## src/rtl/core/afsd_pkg.sv

```systemverilog
// shared types and constants of the accelerometer fifo sample decoder
package afsd_pkg;

	localparam int unsigned BYTE_W   = 8;
	localparam int unsigned WORD_W   = 24;
	localparam int unsigned COUNT_W  = 20;
	localparam int unsigned ACCEL_W  = 28;
	localparam int unsigned POS_W    = 4;
	localparam int unsigned RANGE_W  = 2;

	// last byte position of a nine-byte sample
	localparam logic [POS_W-1:0] LAST_POS = 4'd8;
	// byte positions where the y and z words begin
	localparam logic [POS_W-1:0] Y_POS = 4'd3;
	localparam logic [POS_W-1:0] Z_POS = 4'd6;

	// tenth-microg per lsb at 2g; 4g and 8g are one and two doublings of it
	localparam logic signed [ACCEL_W-1:0] SCALE_BASE = 28'sd39;

	// full-scale range codes
	localparam logic [RANGE_W-1:0] RANGE_2G = 2'd0;
	localparam logic [RANGE_W-1:0] RANGE_4G = 2'd1;
	localparam logic [RANGE_W-1:0] RANGE_8G = 2'd2;

	// axis word index
	typedef enum logic [1:0] {
		AXIS_X,
		AXIS_Y,
		AXIS_Z
	} axis_t;

	// frame check outcome
	typedef enum logic [1:0] {
		FRAME_OK,
		FRAME_NO_X_MARK,
		FRAME_STRAY_MARK,
		FRAME_EMPTY_SET
	} frame_err_t;

	// one input request
	typedef struct packed {
		logic [BYTE_W-1:0] fifo_byte;
		logic              burst_start;
	} in_req_t;

	// one decoded sample
	typedef struct packed {
		logic signed [ACCEL_W-1:0] x_accel;
		logic signed [ACCEL_W-1:0] y_accel;
		logic signed [ACCEL_W-1:0] z_accel;
		frame_err_t                frame_error;
	} result_t;

endpackage

```

## src/rtl/core/afsd_in_reg.sv

```systemverilog
// input register stage holding one accepted byte request
module afsd_in_reg (
	input  logic             clk,
	input  logic             arst_n,
	input  logic             in_valid,
	output logic             in_ready,
	input  afsd_pkg::in_req_t in_req,
	input  logic             advance,
	output logic             valid_s1,
	output afsd_pkg::in_req_t req_s1
);
	import afsd_pkg::*;

	// room when empty or when the held request moves on this cycle
	assign in_ready = !valid_s1 || advance;

	// valid flag
	always_ff @(posedge clk or negedge arst_n) begin
		if (!arst_n) begin
			valid_s1 <= 1'b0;
		end else if (in_ready) begin
			valid_s1 <= in_valid;
		end
	end

	// payload
	always_ff @(posedge clk) begin
		if (in_ready && in_valid) begin
			req_s1 <= in_req;
		end
	end

endmodule

```

## src/rtl/core/afsd_frame.sv

```systemverilog
// sample assembly, marker checks and scaling for one byte request a cycle while step is high
module afsd_frame (
	input  logic                             clk,
	input  logic                             arst_n,
	input  logic                             step,
	input  afsd_pkg::in_req_t                req,
	input  logic [afsd_pkg::RANGE_W-1:0]     range_sel,
	output logic                             res_valid,
	output afsd_pkg::result_t                res
);
	import afsd_pkg::*;

	logic [POS_W-1:0]  pos_q;
	logic              aborted_q;
	logic [WORD_W-1:0] words_q [3];

	logic [POS_W-1:0]  pos_eff;
	logic              abort_eff;
	logic              take;
	logic              last;
	axis_t             axis;
	logic [WORD_W-1:0] words_n [3];
	logic [BYTE_W-1:0] lx, ly, lz;
	frame_err_t        err;
	logic signed [ACCEL_W-1:0] cnt [3];
	logic signed [ACCEL_W-1:0] p39 [3];
	logic signed [ACCEL_W-1:0] scaled [3];

	// burst start clears position and abort before the byte is used
	always_comb begin
		pos_eff   = req.burst_start ? '0 : pos_q;
		abort_eff = req.burst_start ? 1'b0 : aborted_q;
		take      = step && !abort_eff;
		last      = take && (pos_eff >= LAST_POS);
	end

	// axis the byte belongs to
	always_comb begin
		priority if (pos_eff >= Z_POS) begin
			axis = AXIS_Z;
		end else if (pos_eff >= Y_POS) begin
			axis = AXIS_Y;
		end else begin
			axis = AXIS_X;
		end
	end

	// shift the byte into its axis word, msb first
	always_comb begin
		for (int i = 0; i < 3; i++) begin
			words_n[i] = words_q[i];
		end
		if (take) begin
			words_n[axis] = {words_q[axis][WORD_W-BYTE_W-1:0], req.fifo_byte};
		end
	end

	// marker checks, first failing test wins
	always_comb begin
		lx = words_n[AXIS_X][BYTE_W-1:0];
		ly = words_n[AXIS_Y][BYTE_W-1:0];
		lz = words_n[AXIS_Z][BYTE_W-1:0];
		priority if (!lx[0]) begin
			err = FRAME_NO_X_MARK;
		end else if (ly[0] || lz[0]) begin
			err = FRAME_STRAY_MARK;
		end else if (lx[1] || ly[1] || lz[1]) begin
			err = FRAME_EMPTY_SET;
		end else begin
			err = FRAME_OK;
		end
	end

	// signed 20-bit count times the range scale
	always_comb begin
		for (int i = 0; i < 3; i++) begin
			cnt[i] = {{(ACCEL_W-COUNT_W){words_n[i][WORD_W-1]}},
				words_n[i][WORD_W-1:WORD_W-COUNT_W]};
			p39[i] = cnt[i] * SCALE_BASE;
			unique case (range_sel)
				RANGE_2G: scaled[i] = p39[i];
				RANGE_4G: scaled[i] = p39[i] <<< 1;
				default:  scaled[i] = p39[i] <<< 2;
			endcase
		end
	end

	// result on the ninth byte; zeros on a failed check
	always_comb begin
		res_valid       = last;
		res.frame_error = err;
		if (err == FRAME_OK) begin
			res.x_accel = scaled[AXIS_X];
			res.y_accel = scaled[AXIS_Y];
			res.z_accel = scaled[AXIS_Z];
		end else begin
			res.x_accel = '0;
			res.y_accel = '0;
			res.z_accel = '0;
		end
	end

	// position and abort state
	always_ff @(posedge clk or negedge arst_n) begin
		if (!arst_n) begin
			pos_q     <= '0;
			aborted_q <= 1'b0;
		end else if (take) begin
			pos_q     <= last ? '0 : pos_eff + 4'd1;
			aborted_q <= last && (err != FRAME_OK);
		end
	end

	// axis words
	always_ff @(posedge clk) begin
		if (take) begin
			for (int i = 0; i < 3; i++) begin
				words_q[i] <= words_n[i];
			end
		end
	end

endmodule

```

## src/rtl/core/afsd_out_reg.sv

```systemverilog
// result register on the output side
module afsd_out_reg (
	input  logic              clk,
	input  logic              arst_n,
	input  logic              load,
	input  afsd_pkg::result_t res,
	output logic              can_load,
	output logic              out_valid,
	input  logic              out_ready,
	output afsd_pkg::result_t out_res
);
	import afsd_pkg::*;

	// free when empty or being taken this cycle
	assign can_load = !out_valid || out_ready;

	// valid flag
	always_ff @(posedge clk or negedge arst_n) begin
		if (!arst_n) begin
			out_valid <= 1'b0;
		end else if (can_load) begin
			out_valid <= load;
		end
	end

	// payload
	always_ff @(posedge clk) begin
		if (can_load && load) begin
			out_res <= res;
		end
	end

endmodule

```

## src/rtl/core/accel_fifo_sample_decoder.sv

```systemverilog
// top level of the accelerometer fifo sample decoder
//
//  channel  | signals                                  | handshake
//  ---------+------------------------------------------+------------------------
//  input    | fifo_byte, burst_start                   | in_valid / in_ready
//  output   | x_accel, y_accel, z_accel, frame_error   | out_valid / out_ready
//  config   | range_select_wdata                       | range_select_we, no wait
//
// One byte request is accepted per cycle while in_ready is high. A byte is
// held in the input register and is decoded from there when the result
// register can take its outcome; the ninth byte of a sample loads the
// result register, which sets out_valid. Reset clears the byte position,
// the abort flag, both valid flags and the range (2g). A stall on the output
// holds the input register once it holds a byte, and in_ready then stays low
// until the waiting result is taken.
module accel_fifo_sample_decoder (
	input  logic                          clk,
	input  logic                          arst_n,
	input  logic                          in_valid,
	output logic                          in_ready,
	input  logic [7:0]                    fifo_byte,
	input  logic                          burst_start,
	output logic                          out_valid,
	input  logic                          out_ready,
	output logic signed [27:0]            x_accel,
	output logic signed [27:0]            y_accel,
	output logic signed [27:0]            z_accel,
	output logic [1:0]                    frame_error,
	input  logic                          range_select_we,
	input  logic [1:0]                    range_select_wdata
);
	import afsd_pkg::*;

	logic [RANGE_W-1:0] range_q;
	in_req_t            in_req;
	in_req_t            req_s1;
	logic               valid_s1;
	logic               can_load;
	logic               advance;
	logic               res_valid;
	result_t            res;
	result_t            out_res;

	// range register
	always_ff @(posedge clk or negedge arst_n) begin
		if (!arst_n) begin
			range_q <= RANGE_2G;
		end else if (range_select_we) begin
			range_q <= range_select_wdata;
		end
	end

	// request bundle
	assign in_req.fifo_byte   = fifo_byte;
	assign in_req.burst_start = burst_start;

	// held byte is decoded when the result register can take its outcome
	assign advance = valid_s1 && can_load;

	afsd_in_reg u_in_reg (
		.clk      (clk),
		.arst_n   (arst_n),
		.in_valid (in_valid),
		.in_ready (in_ready),
		.in_req   (in_req),
		.advance  (advance),
		.valid_s1 (valid_s1),
		.req_s1   (req_s1)
	);

	afsd_frame u_frame (
		.clk       (clk),
		.arst_n    (arst_n),
		.step      (advance),
		.req       (req_s1),
		.range_sel (range_q),
		.res_valid (res_valid),
		.res       (res)
	);

	afsd_out_reg u_out_reg (
		.clk       (clk),
		.arst_n    (arst_n),
		.load      (res_valid),
		.res       (res),
		.can_load  (can_load),
		.out_valid (out_valid),
		.out_ready (out_ready),
		.out_res   (out_res)
	);

	// result fields
	assign x_accel     = out_res.x_accel;
	assign y_accel     = out_res.y_accel;
	assign z_accel     = out_res.z_accel;
	assign frame_error = out_res.frame_error;

endmodule
```

## config.mk

```make
export PLATFORM = sky130hd
export DESIGN_NAME = accel_fifo_sample_decoder
export DESIGN_NICKNAME = d
export VERILOG_FILES = /design/src/rtl/core/afsd_pkg.sv /design/src/rtl/core/afsd_in_reg.sv /design/src/rtl/core/afsd_frame.sv /design/src/rtl/core/afsd_out_reg.sv /design/src/rtl/core/accel_fifo_sample_decoder.sv
export SDC_FILE = /design/constraint.sdc
export NUM_CORES = 1
export LEC_CHECK = 0
export ABC_AREA = 1
export BUFFER_PORTS_ARGS = -buffer_cell sky130_fd_sc_hd__buf_4
export CAP_MARGIN = 20
export CORE_AREA = 3 3 181 183
export DETAILED_ROUTE_END_ITERATION = 10
export DIE_AREA = 0 0 184 186
export PLACE_DENSITY_LB_ADDON = 0.25
export SYNTH_ARGS = -nofsm -noshare
export SYNTH_HDL_FRONTEND = slang
export SYNTH_SLANG_ARGS = --single-unit
```

## constraint.sdc

```tcl
create_clock -name clk -period 9.6 [get_ports clk]
set_clock_uncertainty 0.1 [all_clocks]
set_input_delay 0.96 -clock clk [delete_from_list [all_inputs] [get_ports clk]]
set_output_delay 0.96 -clock clk [all_outputs]
set_load 0.1 [all_outputs]
```

==> results of run 1 <==
-- area by class of cell --
| type | instances | area (µm²) |
|---|---|---|
| repair buffers | 111 | 833.3 |
| clock inverters | 15 | 157.7 |
| well taps | 402 | 503.0 |
| clock buffers | 17 | 425.4 |
| inverters | 380 | 1428 |
| multi-input cells | 1444 | 10180 |
| flip-flops and latches | 176 | 5241 |
| fillers | 2793 | 12620 |
-- cells by family after synthesis --
family                   synth area share (%)
AO/OA/AOI/OAI                           9.881
adder cells (fa/ha/maj)                 26.79
buffers and inverters                   9.654
XOR/XNOR                                2.775
flip-flops                              30.74
AND/OR/NAND/NOR                         20.09
multiplexers                          0.05873
-- path summary, 6_finish.rpt --
kind | endpoint | slack, ps | cells past startpoint
setup reg to reg | u_out_reg.out_res[50] | 2260 | 27
min in group clk | u_in_reg.valid_s1 | 440 | 2
hold reg to reg | u_in_reg.valid_s1 | 440 | 2
max in group asynchronous | range_q[1] | 8940 | 1
hold / removal | u_out_reg.out_valid | 250 | 1
setup / recovery | u_out_reg.out_res[50] | 2260 | 27
-- critical path: stages, from the launching register on --
cell and delay [ps]:
edfxtp_1 480, nor2_1 260, inv_1 90, ha_1 200, inv_1 50, nand2_1 60
nand2_2 120, nand3_4 250, nor2_4 410, inv_2 280, o21ai_0 910, ha_1 390
ha_1 290, fa_1 490, inv_1 50, fa_1 470, inv_1 40, ha_1 370
nand2_1 110, inv_1 60, nand2_1 40, nand2_1 160, inv_1 70, o21ai_0 430
a21oi_1 160, xnor2_1 330, nand2_1 90, a31oi_1 340
-- placed cells by master (no fill, tap or decap), types with 16 or more instances in the layout --
cell type  count
nor2_1        82
o21ai_0      108
a31oi_1       36
nand2_1      498
edfxtp_1     167
clkbuf_16     17
nand4_1       16
xor2_1        39
fa_1         105
buf_4        111
a21oi_1       84
nand3b_1      18
inv_1        372
ha_1         197
nand3_1      133
or2_2         24
-- registers in the layout, summed over array words and instances (netlist names), named ones only --
signal	cells
u_in_reg.valid_s1	1
u_frame.aborted_q	1
u_frame.pos_q	4
u_in_reg.req_s1	9
u_frame.words_q	66
u_out_reg.out_res	86
u_out_reg.out_valid	1
range_q	2
-- stage by stage --
step           util, %  hold slack [ps]  instances  cell area [µm²]  worst slack, ps
2_1_floorplan        -            340.1       2047            17040             2550
6_report         59.79            248.0       2545            18770             2260
3_3_place_gp     57.93            423.9       2513            18190             2250
5_1_grt          59.79            240.7       2545            18770             1919
3_5_place_dp     57.93            429.5       2513            18190             2153
4_1_cts          59.79            236.3       2545            18770             2463
-- per-layer routing --
metal | wire (µm) | vias to the layer above | global-route usage (%)
met5 | 0 | - | 0
met4 | 931 | 0 | 6.804
met3 | 3152 | 58 | 4.729
met2 | 20620 | 492 | 42.94
met1 | 20720 | 6750 | 38.36
li1 | - | 6875 | -
==> run_results.csv, run 1 <==
group,metric,value,unit
drt,vias,14175,
yosys,synth_cell_type_count,48,
run,drv_cap,0,
die,start_util,54.29,%
die,dieArea,34220,µm²
yosys,syn_inst,2047,
final_layout,drive_gt1_share,9.426,%
setup_path,worstSetupStartpointType,"register",
sta,finalMaxSlewViolations,0,
drt,drt_pass1_iterations,5,
yosys,synth_top_area_cell,"edfxtp_1",
die,die_y,186,µm
yosys,netlist_area,17040,µm²
die,dieWidth,184,µm
clocking,cts_buffers,17,
yosys,ys_ff_latch,176,
global_route,grt_max_degree,82,
setup_path,critPathCaptureType,"register",
yosys,netlist_top_cells_area,"edfxtp_1 (29%), ha_1 (14%), fa_1 (12%)",
yosys,synth_top_area_share,29.42,%
yosys,synth_commonest_cells,"nand2_1 (498), inv_1 (372), ha_1 (197)",
yosys,async_flop_share,5.114,%
global_route,grt_first_pass_wirelength,71870,µm
clocking,clk_path_buf_depth,2,
final_layout,fin_nets,2448,
drt,drc,0,
sta,final.min_clock_period,7340,ps
setup_path,criticalPathCategory,"reg -> reg",
sta,tns,0,ps
yosys,yosysWarningCount,0,
final_layout,area_growth,10.12,%
drt,wl_per_cell,17.85,µm
clocking,cts_resized,0,
placed_design,routabilityCongestion,0.9326,
global_route,antenna_found_initial,1,
sta,fmax,136.2,MHz
drt,wirelength,45420,µm
final_layout,num_antenna_cells,0,
outcome,status,"complete, no violations",
yosys,ys_seq_area_share,30.74,%
drt,viasPerCell,5.570,
yosys,synth_edf_count,167,
sta,worstMarginPinSlew,1102,ps
hold_path,min_path_type,"in -> async",
clocking,cts_tree,"done",
sta,relSlewSlack,26.55,%
global_route,grt_pass1_vias,13505,
clocking,htree_levels,4,
global_route,grt-ovfl-total,0,
sta,hold_violations,0,
sta,setup_viol,0,
clocking,cts_root_buf,"clkbuf_16",
setup_path,crit_fanout,20,
die,fp.coreArea,31390,µm²
yosys,synth-main-ff-cell,"edfxtp_1",
yosys,syn-num-nets,2365,
global_route,grt_usage,26.91,%
setup_path,cp.required,9710,ps
clocking,ctsHoldBuffers,0,
drt,ant_nets,0,
drt,drt-initial-drc-count,1288,
setup_path,arrival,7450,ps
clocking,clk-insertion-delay-late,450,ps
clocking,cts.clk_slew.worst_paths,80,ps
placed_design,hpwlAfterDp,36540,µm
sta,period_share,76.46,%
setup_path,r2r-start,"u_in_reg.req_s1[0]",
setup_path,cp-startpoint,"u_in_reg.req_s1[0]",
sta,rsz0062_at_grt,"no",
die,ioPinCount,104,
die,rows,65,
yosys,synth_most_common_cell,"nand2_1",
placed_design,numPortBuffers,103,
yosys,syn_avg_cell_area,8.326,µm²
clocking,post_cts_buffers,0,
clocking,cts.sinks,176,
Power of run 1 is left out: the tool's default activity adds up to more than one toggle a clock period on the data nets, which glitch-free logic cannot reach.
==> run 2, diff against run 1 <==
Clock period 9.6 ns to 6.5 ns, I/O delays scaled along.
==> run 2 against run 1 <==
Final cell count up 1.8%. Sequential cell count unchanged. Critical path type unchanged. Routed wire length up 4.9%. Critical endpoint is now u_out_reg.out_res[78]. Critical path depth up 1. Fmax up 19%. Global-route usage up 1.5 points. Sequential share of layout area down 0.74 points.
==> run_results.csv, run 2 (synthesized netlist as in run 1, its figures left out) <==
group,metric,value,unit
outcome,status,"complete, no violations",
sta,rsz0062_at_grt,"yes",
clocking,cts.sinks,176,
final_layout,largest_reg_flops,86,
run,drv_cap,0,
sta,setup_viol,0,
die,ioPinCount,104,
setup_path,arrival,6280,ps
setup_path,crit_fanout,8,
sta,hold_violations,0,
die,start_util,54.29,%
final_layout,num_antenna_cells,0,
drt,ant_nets,0,
sta,worstMarginPinSlew,1136,ps
global_route,grt_pass1_vias,13922,
placed_design,routabilityCongestion,0.9741,
setup_path,worst_path_max_delay_cell,"o21ai_0",
setup_path,cp.required,6610,ps
sta,period_share,94.95,%
drt,wl_per_cell,18.38,µm
clocking,clk_path_buf_depth,2,
setup_path,path_buf_inv,7,
clocking,htree_levels,4,
final_layout,final_cell_mix,"nand2_1 (497), inv_1 (368), ha_1 (195)",
setup_path,critical-path-max-stage-delay,560,ps
clocking,cts.clk_slew.worst_paths,70,ps
setup_path,crit_top_cell,"inv_1",
die,dieWidth,184,µm
drt,vias,14503,
global_route,grt_max_degree,82,
final_layout,layout_commonest_cell,"nand2_1",
setup_path,endpoint,"u_out_reg.out_res[78]",
sta,final.min_clock_period,6172,ps
die,dieArea,34220,µm²
sta,finalMaxSlewViolations,0,
setup_path,critPathTopFamily,"adder cells",
setup_path,r2r-start,"u_in_reg.req_s1[0]",
final_layout,drive_gt1_share,12.56,%
drt,drc,0,
setup_path,cp.depth,28,
placed_design,hpwlAfterDp,38780,µm
final_layout,largestRegisters,"u_out_reg.out_res: 86 flops, u_frame.words_q: 66 flops, u_in_reg.req_s1: 9 flops",
sta,finalHoldWorstSlack,266.6,ps
global_route,grt-ovfl-total,0,
final_layout,fin_nets,2495,
die,fp.coreArea,31390,µm²
drt,wirelength,47630,µm
global_route,grt_usage,28.41,%
setup_path,r2r-end,"u_out_reg.out_res[78]",
setup_path,critPathCaptureType,"register",
drt,viasPerCell,5.595,
die,die_y,186,µm
sta,relSlewSlack,23.45,%
setup_path,reg2reg_slack,330,ps
setup_path,cp-startpoint,"u_in_reg.req_s1[0]",
hold_path,min_path_type,"in -> reg",
clocking,cts_tree,"done",
final_layout,top_register,"u_out_reg.out_res",
drt,drt-initial-drc-count,1419,
clocking,cts_root_buf,"clkbuf_16",
clocking,cts_buffers,17,
setup_path,r2r_cells,28,
clocking,clk-insertion-delay-late,460,ps
setup_path,worstSetupStartpointType,"register",
final_layout,area_growth,13.12,%
die,rows,65,
sta,fmax,162.0,MHz
placed_design,numPortBuffers,103,
drt,drt_pass1_iterations,5,
setup_path,criticalPathCategory,"reg -> reg",
global_route,antenna_found_initial,0,
global_route,grt_first_pass_wirelength,75470,µm
==> run 2: cell types whose count changed in the layout (fill, tap and decap cells not counted), moves of 4 or more <==
cell	change
buf_4	+44
o21ai_0	-11
o21ai_1	+8
a21oi_1	-5
a21oi_2	+5
inv_1	-4
==> run 2: layout make-up <==
class | instances | area, µm²
Clock buffer | 18 | 429.2
Clock inverter | 14 | 181.4
Fill cell | 2764 | 12110
Inverter | 380 | 1435
Multi-Input combinational cell | 1444 | 10280
Sequential cell | 176 | 5241
Tap cell | 402 | 503.0
Timing Repair Buffer | 158 | 1205
==> run 2: worst min-delay path by stage <==
stage	startpoint	to	slack [ps]	cells after the start
final	fifo_byte[3]	u_in_reg.req_s1[4]	270	1
after global routing	fifo_byte[3]	u_in_reg.req_s1[4]	250	1
after CTS	fifo_byte[5]	u_in_reg.req_s1[6]	250	1
after detailed placement	u_in_reg.req_s1[3]	register	380	0
after global placement	u_in_reg.req_s1[3]	register	370	0
after floorplan	arst_n	range_q[0]	250	0
==> run 2: what timing repair did <==
item,in CTS,in global routing
endpoints found under the setup margin,0,44
endpoints found under the hold margin,9,0
setup buffers,0,7
hold buffers,1,0
gates resized for setup,0,42
==> run 2: through the flow <==
stage	cells	cell area, µm²	utilization (%)	setup TNS (ps)	worst slack, ps
floorplan	2047	17050	-	0	517.2
global placement	2552	18490	58.90	0	206.1
detailed placement	2552	18490	58.90	0	226.2
CTS	2585	19110	60.88	0	157.6
global route	2592	19280	61.41	-62.82	-32.00
finish	2592	19280	61.41	0	328.3
==> run 2: metal layers <==
metal,global-route usage [%],wire length (µm),vias to the layer above
li1,-,-,6967
met1,42.32,22690,6894
met2,42.79,20260,579
met3,4.710,3438,63
met4,8.497,1242,0
met5,0,0,-
==> run 2: worst register-to-register path: cells and delay by family (launching register included) <==
family / cells / cell delay (ps)
DFF: 1 / 460
AOI/OAI and AO/OA: 3 / 950
and+or+nand+nor: 11 / 1270
adders and majority gates: 6 / 2350
buffers and inverters: 7 / 630
xor gates and xnor gates: 1 / 190
Power of run 2 is left out for the same reason.
==> run 3, diff against run 2 <==
Settings changed: ABC_AREA 1 to unset, CORE_AREA 3 3 181 183 to 3 3 180 182, DIE_AREA 0 0 184 186 to 0 0 183 185.
==> run 3 against run 2 <==
Sequential share of layout area is 0.94 points lower. First-iteration DRC count shrank 19%. Cell area is 3.7% higher. Die area down 1.1%. Utilization grew 3.6 points. Final cell count is 11% lower. Routed wire length shrank 2.6%. Critical endpoint is now u_out_reg.out_res[84].
==> run_results.csv, run 3 <==
group,metric,value,unit
global_route,grt_first_pass_wirelength,72690,µm
sta,hold_violations,0,
clocking,cts_buffers,17,
yosys,syn_inst,1720,
sta,relSlewSlack,35.98,%
clocking,clk_path_buf_depth,2,
yosys,netlist_top_cells_area,"edfxtp_1 (30%), ha_1 (15%), fa_1 (12%)",
drt,vias,13553,
clocking,cts_tree,"done",
sta,final.min_clock_period,6378,ps
drt,ant_nets,0,
final_layout,final.fill_count,2469,
final_layout,largestRegisters,"u_out_reg.out_res: 86 flops, u_frame.words_q: 66 flops, u_in_reg.req_s1: 9 flops",
setup_path,worstSetupStartpointType,"register",
clocking,cts.clk_slew.worst_paths,80,ps
drt,drt-initial-drc-count,1147,
yosys,synth_top_area_cell,"edfxtp_1",
placed_design,routabilityCongestion,0.8973,
die,start_util,54.79,%
setup_path,critPathCaptureType,"register",
global_route,grt_util_met1,37.33,%
yosys,syn_avg_cell_area,9.796,µm²
setup_path,worst_path_max_delay_cell,"fa_1",
final_layout,largest_reg_flops,86,
setup_path,criticalPathCategory,"reg -> reg",
yosys,netlist_area,16850,µm²
yosys,ys_ff_latch,176,
yosys,synth_commonest_cells,"inv_1 (261), ha_1 (197), edfxtp_1 (167)",
yosys,async_flop_share,5.114,%
clocking,htree_levels,4,
pwr,ir_drop,0.4055,mV
yosys,synth-main-ff-cell,"edfxtp_1",
setup_path,crit_top_cell,"ha_1",
global_route,grt_usage,27.49,%
clocking,clk-insertion-delay-late,450,ps
global_route,grtUsageMet3,3.771,%
hold_path,whs_endpoint,"u_in_reg.req_s1[7]",
setup_path,r2r-start,"u_in_reg.req_s1[0]",
global_route,grt-ovfl-total,0,
yosys,ys_seq_area_share,31.10,%
yosys,synth_cell_type_count,87,
final_layout,layout_commonest_cell,"inv_1",
die,fp.coreArea,30750,µm²
drt,wl_per_cell,20.14,µm
yosys,synth_edf_count,167,
run,drv_cap,0,
final_layout,top_register,"u_out_reg.out_res",
yosys,synth_top_area_share,29.76,%
hold_path,min_path_type,"in -> reg",
final_layout,final_cell_mix,"inv_1 (256), buf_4 (210), ha_1 (188)",
drt,drt_pass1_iterations,5,
setup_path,r2r-end,"u_out_reg.out_res[84]",
setup_path,crit_fanout,11,
yosys,yosysWarningCount,0,
hold_path,min-delay-start,"fifo_byte[6]",
sta,finalMaxSlewViolations,0,
yosys,synth_most_common_cell,"inv_1",
sta,rsz0062_at_grt,"yes",
clocking,cts.sinks,176,
drt,viasPerCell,5.882,
global_route,busiest_layer,"met2",
final_layout,final_util,65.00,%
die,rows,64,
final_layout,drive_gt1_share,21.29,%
global_route,grt_pass1_vias,13214,
sta,fmax,156.8,MHz
final_layout,area_growth,18.62,%
clocking,cts_root_buf,"clkbuf_16",
die,dieArea,33860,µm²
global_route,antenna_found_initial,0,
setup_path,cp.required,6590,ps
die,dieWidth,183,µm
pwr,p_per_area,550.8,nW/µm²
sta,setup_viol,0,
placed_design,hpwlAfterDp,36780,µm
sta,period_share,98.12,%
pwr,p_leak,0.008828,µW
final_layout,fin_nets,2213,
hold_path,hold_depth,1,
global_route,grt_util_met2,46.77,%
drt,wirelength,46410,µm
drt,drc,0,
setup_path,reg2reg_slack,120,ps
sta,worstMarginPinSlew,958.9,ps
outcome,status,"complete, no violations",
yosys,syn-num-nets,2038,
global_route,grt_max_degree,91,
setup_path,critical-path-max-stage-delay,540,ps
sta,tns,0,ps
die,ioPinCount,104,
setup_path,arrival,6460,ps
die,die_y,185,µm
placed_design,numPortBuffers,103,
setup_path,r2r_cells,28,
[run 3: cell types whose count changed after synthesis, sizes merged, moves of 26 or more]
cell	before	now
xnor2	15	45
mux2i	1	27
a211oi	0	44
mux2	0	36
o21ai	113	63
nand3	135	22
nor2	88	143
nand2	505	132
inv	378	262
a31oi	46	7
[run 3: routing by layer]
metal / up-vias / part of all wire (%)
li1: 6369 / -
met1: 6608 / 44
met2: 506 / 48
met3: 70 / 5.7
met4: 0 / 2.4
met5: - / 0
[run 3: cells by family after synthesis]
kind of cell    after synthesis  synth area share (%)
fa+ha+maj                   302                 27.11
simple gates                399                 10.83
mux                          63                 4.010
xor+xnor                     73                 3.795
flops                       176                 31.10
buf+inv                     323                 7.307
compound gates              384                 15.85
[run 3: cell type report]
class,instances,area (µm²),share of cell area [%]
multi-input combinational,1221,11030,55.16
sequential,176,5245,26.24
timing repair buffer,217,1698,8.495
inverter,262,983.4,4.920
tap,396,495.5,2.479
clock buffer,18,429.2,2.147
clock inverter,13,107.6,0.5384
antenna,1,2.502,0.01252
[run 3: worst max path at each step]
stage / from / endpoint / slack [ps]
floorplan: u_in_reg.req_s1[0] / u_out_reg.out_res[55] / 40
global placement: u_in_reg.req_s1[0] / u_out_reg.out_res[28] / -270
detailed placement: u_in_reg.req_s1[0] / u_out_reg.out_res[28] / -350
CTS: u_in_reg.req_s1[0] / u_out_reg.out_res[83] / 0.3
global route: u_in_reg.req_s1[0] / u_out_reg.out_res[84] / -120
finish: u_in_reg.req_s1[0] / u_out_reg.out_res[84] / 120
[run 3: metrics by stage]
stage | worst slack [ps] | area, µm² | hold WS (ps) | instances | power, µW
2_1_floorplan | 40.14 | 16850 | 254.4 | 1720 | 6977
3_3_place_gp | -267.2 | 18680 | 379.0 | 2255 | 8951
3_5_place_dp | -354.2 | 18680 | 387.7 | 2255 | 9135
4_1_cts | 0.3477 | 19290 | 261.5 | 2287 | 10240
5_1_grt | -123.6 | 19980 | 263.2 | 2303 | 12040
6_report | 122.4 | 19990 | 274.4 | 2304 | 11010
[run 3: where the power goes]
part	switching [µW]	total (µW)	internal, µW
clock	491	987	496
sequential	44.5	1340	1300
combinational	5000	8680	3670
[run 3: timing repair]
| action | CTS | global route |
|---|---|---|
| buffers inserted | 0 | 16 |
| gates resized for setup | 12 | 115 |
| endpoints found under the hold margin | 9 | 0 |
| pin swaps | 1 | 19 |
| endpoints found under the setup margin | 21 | 48 |
| hold buffers | 1 | 0 |
[run 3: worst max-delay path, delay by kind of cell, from the launching register on]
family                   cells  cell delay, ps
AO/OA/AOI/OAI                7            1500
AND/OR/NAND/NOR              9            1210
adder cells (fa/ha/maj)      6            2200
flip-flops                   1             480
buffers and inverters        6             630
Power figures use the tool's default switching activity.
